**src/rtl/min_tracking_stack_macros.svh**
```systemverilog
// Assertion macros for the min tracking stack
`ifndef MIN_TRACKING_STACK_MACROS_SVH
`define MIN_TRACKING_STACK_MACROS_SVH

// same-cycle implication
`define MTS_ASSERT_NOW(label, ante, cons, msg) \
   label: assert property (@(posedge clock) disable iff (reset) (ante) |-> (cons)) \
      else $error(msg);

// next-cycle implication
`define MTS_ASSERT_NEXT(label, ante, cons, msg) \
   label: assert property (@(posedge clock) disable iff (reset) (ante) |=> (cons)) \
      else $error(msg);

`endif

```
**src/rtl/mts_pkg.sv**
```systemverilog
package mts_pkg;

   localparam int DATA_W              = 32;
   localparam int DEFAULT_STACK_DEPTH = 256;

   typedef enum logic [0:0] {
      FUNC_PUSH = 1'b0,
      FUNC_POP  = 1'b1
   } func_type;

   typedef struct packed {
      func_type                 func;
      logic signed [DATA_W-1:0] value;
      logic signed [DATA_W-1:0] priority_req;
   } req_type;

   typedef struct packed {
      logic signed [DATA_W-1:0] top_value;
      logic signed [DATA_W-1:0] top_priority;
      logic signed [DATA_W-1:0] min_value;
      logic                     is_empty;
      logic                     overflow;
   } rsp_type;

   typedef enum logic [1:0] {
      ST_IDLE,
      ST_EXEC,
      ST_LOAD,
      ST_RESP
   } ctrl_state_type;

   typedef struct packed {
      logic latch;
      logic exec;
      logic load;
   } ctrl_cmd_type;

   typedef struct packed {
      logic is_pop;
      logic empty;
   } dp_status_type;

endpackage

```
**src/rtl/mts_ctrl.sv**
```systemverilog
module mts_ctrl (
   input  logic                  clock,
   input  logic                  reset,
   input  logic                  start,
   output logic                  busy,
   output logic                  rsp_valid,
   input  mts_pkg::dp_status_type status,
   output mts_pkg::ctrl_cmd_type  cmd
);

   mts_pkg::ctrl_state_type state_ff, state_in;

   always_ff @(posedge clock) begin
      if (reset) begin
         state_ff <= mts_pkg::ST_IDLE;
      end else begin
         state_ff <= state_in;
      end
   end

   always_comb begin
      state_in  = state_ff;
      cmd       = '0;
      busy      = 1'b1;
      rsp_valid = 1'b0;
      case (state_ff)
         mts_pkg::ST_IDLE: begin
            busy = 1'b0;
            if (start) begin
               cmd.latch = 1'b1;
               state_in  = mts_pkg::ST_EXEC;
            end
         end
         mts_pkg::ST_EXEC: begin
            cmd.exec = 1'b1;
            // a real pop must refetch the new tops from memory
            if (status.is_pop && !status.empty) begin
               state_in = mts_pkg::ST_LOAD;
            end else begin
               state_in = mts_pkg::ST_RESP;
            end
         end
         mts_pkg::ST_LOAD: begin
            cmd.load = 1'b1;
            state_in = mts_pkg::ST_RESP;
         end
         mts_pkg::ST_RESP: begin
            rsp_valid = 1'b1;
            state_in  = mts_pkg::ST_IDLE;
         end
         default: begin
            state_in = mts_pkg::ST_IDLE;
         end
      endcase
   end

endmodule

```
**config.mk**
```make
export PLATFORM = sky130hd
export DESIGN_NAME = mts_ctrl
export DESIGN_NICKNAME = d
export VERILOG_FILES = /design/src/rtl/min_tracking_stack_macros.svh /design/src/rtl/mts_pkg.sv /design/src/rtl/mts_ctrl.sv
export SDC_FILE = /design/constraint.sdc
export NUM_CORES = 1
export LEC_CHECK = 0
export ABC_AREA = 1
export BUFFER_PORTS_ARGS = -buffer_cell sky130_fd_sc_hd__buf_2
export CAP_MARGIN = 15
export CORE_AREA = 2 2 39 41
export DETAILED_ROUTE_END_ITERATION = 8
export DIE_AREA = 0 0 41 43
export PLACE_DENSITY = 0.43
export SKIP_CTS_REPAIR_TIMING = 1
export SYNTH_ARGS = -nofsm -noshare
export SYNTH_HDL_FRONTEND = slang
export SYNTH_SLANG_ARGS = --single-unit
export TNS_END_PERCENT = 50
```
**constraint.sdc**
```tcl
create_clock -name clock -period 2.3 [get_ports clock]
set_input_delay 0.23 -clock clock [delete_from_list [all_inputs] [get_ports clock]]
set_output_delay 0.23 -clock clock [all_outputs]
set_load 0.005 [all_outputs]
```
* After elaboration in Yosys (flattened, before gate mapping)
Index checks and enable logic that the tools add are counted.
Storage, ports and cells: register bits 2, output and inout bits 5
Operators by class: equal/unequal tests 4, mux-type cells 9, reduce and logical (&&, ||, !) cells 3
Operators with widths (number):
- $pmux W2 S4 | 1
- $mux W1 | 7
- $eq A2 B2 Y1 const B | 2
- $eq A2 B1 Y1 const B | 1
- $logic_not A2 Y1 | 1
- $mux W2 | 1
- $ne A2 B2 Y1 const B | 1
- $logic_and A1 B1 Y1 | 1
- $logic_not A1 Y1 | 1

* Longest topological paths before layout
word-level depth 4, gate-level depth with buffers 6

* Least setup slack after synthesis
No wires, ideal clock.
kind reg2reg, start point reg state_ff[0], end point reg state_ff[0], arrival time 0.955 ns, slack 1.275 ns, cell stages (with the launch flop) 6, buffers on the path 0, clock period less this slack 1.025 ns, cell sequence dfxtp_1 inv_1 ha_1 nand2_2 o21ai_0 a21oi_1
Between the ends: word-level cells in the longest chain between the ends 2
RTL lines:
- from (decl) | RTL line mts_ctrl.sv:11 | mts_pkg::ctrl_state_type state_ff, state_in;
- from (signal assigned) | RTL line mts_ctrl.sv:15 | state_ff <= mts_pkg::ST_IDLE;
- from (signal assigned) | RTL line mts_ctrl.sv:17 | state_ff <= state_in;
- $eq A2 B2 Y1 (tied with other cells) | RTL line mts_ctrl.sv:26 | case (state_ff)
- $pmux W2 S4 / $ne A2 B2 Y1 (equally long branches)
Parallel ways exist; a longest one is shown, timed or not. A chain may end at the register's enable or synchronous reset.

==> impl_metrics.ini <==
[outcome]
status = complete, no violations

[worst_setup_path]
path_max_fanout = 5
critPathKind = reg2out
startpoint = state_ff[0]
reg2reg_to = state_ff[0]
ff2ff_setup_slack_ns = 1.18
worstReg2RegStart = state_ff[0]
endpoint_kind = primary output
critPathArrivalTime_ns = 1.18
cpPeakStageDelay_ns = 0.38
crit_path_end = cmd[2]
cp_common_cell = inv_1
start_kind = register
crit_chain = inv_1 -> ha_1 -> nand2_1 -> inv_1 -> buf_2
cp_slowest_cell = dfxtp_1
ff2ff_path_depth = 5
required_ns = 2.07

[drt]
first_pass_iters = 2
avgRoutedWirePerCell_um = 6.679
drt-met1-wl_um = 126
dr.max_layer_used = met3
dr_total_vias = 174
route.detailed.drc = 0
wl_met3_um = 24
drt-total-wl_um = 354
drt.antenna.violating_nets = 0
dr.first_iter.drc_count = 1
vias_per_cell = 3.283
dr_wl_met2_um = 204

[clock_network]
path_clk_slew_ns = 0.03
cts_sinks = 2
cts_tree = yes
cts_root_buf = clkbuf_4
clk_latency_ns = 0.22
clock_path_buffers = 2
htree_levels = 1
cts_made_buffers = 3

[final_layout]
final_cells = 53
antenna_cells = 0
largest_reg_flops = 2
final_net_count = 49
drive_gt1_share_pct = 35.14
biggestRegsByFlops = state_ff (2)
largest-register = state_ff
area_growth_pct = 49.30

[power_and_ir_drop]
p_seq_share_pct = 22.6
internal_power_uw = 190.3
combPwrFrac_pct = 53.9
p_sw_share_pct = 41.11
total_power_uw = 323.2
p_leak_uw = 0.0001623
powerDensity_nw_per_um2 = 1219
irDropWorstVdd_mv = 0.2282
p_sw_uw = 132.9
clkPwrFrac_pct = 23.5

[floorplan]
die_w_um = 41
core_area_um2 = 1384
fp-row-count = 14
chipHeight_um = 43
start_util_pct = 12.84
pin_count = 10
dieArea_um2 = 1763

[timing]
setup_tns_ns = 0
final-max-slew-violation-count = 0
setup_ws_ns = 0.8935
fin_crit_ns = 1.406
max_freq_mhz = 711.0
finalHoldViolations = 0
post-route-period-util_pct = 61.15
worst_clock_skew_ns = 0.0008978
worstMarginPinSlew_ns = 0.1565
rsz0062_at_grt = no
setup_viol = 0
max_slew_margin_pct = 89.55

[logic_synthesis]
synth_warnings = 0
netlist_instances = 25
syn_nets = 35
ys_ff_latch = 2
syn_area_per_cell_um2 = 7.107
synth_common_cells = 6 x inv_1, 6 x nand2_1, 5 x ha_1
synth_top_cell_by_area = ha_1
async_reset_ff_share_pct = 0
ys.flop_type = dfxtp_1
yosysSeqAreaShare_pct = 22.54
synth_area_leaders = ha_1 35%, dfxtp_1 23%, inv_1 13%
synth_area_um2 = 177.7
synth-edff-count = 0
yosysUniqueCellTypes = 9
synth_top_area_share_pct = 35.21

[job]
cap_violations = 0

[grt]
grt_max_degree = 6
grt_pass1_wl_um = 552
grt_pass1_vias = 172
overflow = 0
grt_use_total_pct = 5.210
antenna_found_initial = 0

[placed_design]
place_hpwl_um = 297.1
place.gp.congestion = 0.6126
numPortBuffers = 9
pre_cts_ws_ns = 1.099
dp.cells = 50

[worst_hold_path]
hp-class = in2reg
logic make-up (layout without fill, tap and decap cells):
logic type	count (synthesis)	after routing	synth area share (%)
AOI/OAI and AO/OA	3	3	8.448
adders and majority gates	5	5	35.21
buffers and inverters	6	18	12.68
DFF	2	2	22.54
and+or+nand+nor	9	9	21.12
routing by layer:
layer	GRT usage (%)	vias to the layer above
met3	1.571	0
met1	4.792	72
met4	8.000	0
li1	-	98
met2	6.875	4
met5	0	-
power groups by stage:
stage | sequential, µW | clock, µW | combinational [µW]
after floorplan | 69.5 | 0 | 121
after global placement | 75.2 | 0 | 175
after detailed placement | 74.5 | 0 | 180
after CTS | 73.9 | 82.9 | 180
after global routing | 76.9 | 81.9 | 213
final | 73.0 | 76.0 | 174
placed cells by master (no fill, tap or decap):
cell type,Yosys,final
dfxtp_1,2,2
nor2_1,1,1
nand2_1,6,6
buf_2,0,9
o21ai_0,1,1
clkbuf_4,0,3
ha_1,5,5
a21oi_1,2,2
inv_1,6,6
nand2_2,1,1
nand3_1,1,1
how the worst min path moves through the flow:
stage | start | to | slack (ns) | cells past startpoint
after global placement | reset | state_ff[1] | 0.42 | 2
final | reset | state_ff[1] | 0.19 | 2
after global routing | reset | state_ff[0] | 0.20 | 2
after CTS | reset | state_ff[1] | 0.18 | 2
after floorplan | reset | state_ff[0] | 0.30 | 1
after detailed placement | reset | state_ff[1] | 0.42 | 2
layout make-up:
type	instances	area [µm²]
Multi-Input combinational cell	17	115.1
Fill cell	170	1119
Inverter	6	22.52
Clock buffer	3	22.52
Timing Repair Buffer	9	45.04
Tap cell	16	20.02
Sequential cell	2	40.04
metrics by stage:
step	cell area (µm²)	hold WS, ns	util (%)
floorplan	177.7	0.2991	-
global placement	242.7	0.4196	17.54
detailed placement	242.7	0.4196	17.54
CTS	265.3	0.1798	19.17
global route	265.3	0.1975	19.17
finish	265.3	0.1867	19.17
critical path, delay by kind of cell, from the launching register on:
kind                     cells  cell delay, ns
adder cells (fa/ha/maj)      1            0.25
buffers and inverters        3            0.24
AND/OR/NAND/NOR              1            0.08
flip-flops                   1            0.38
Power figures use the tool's default switching activity.
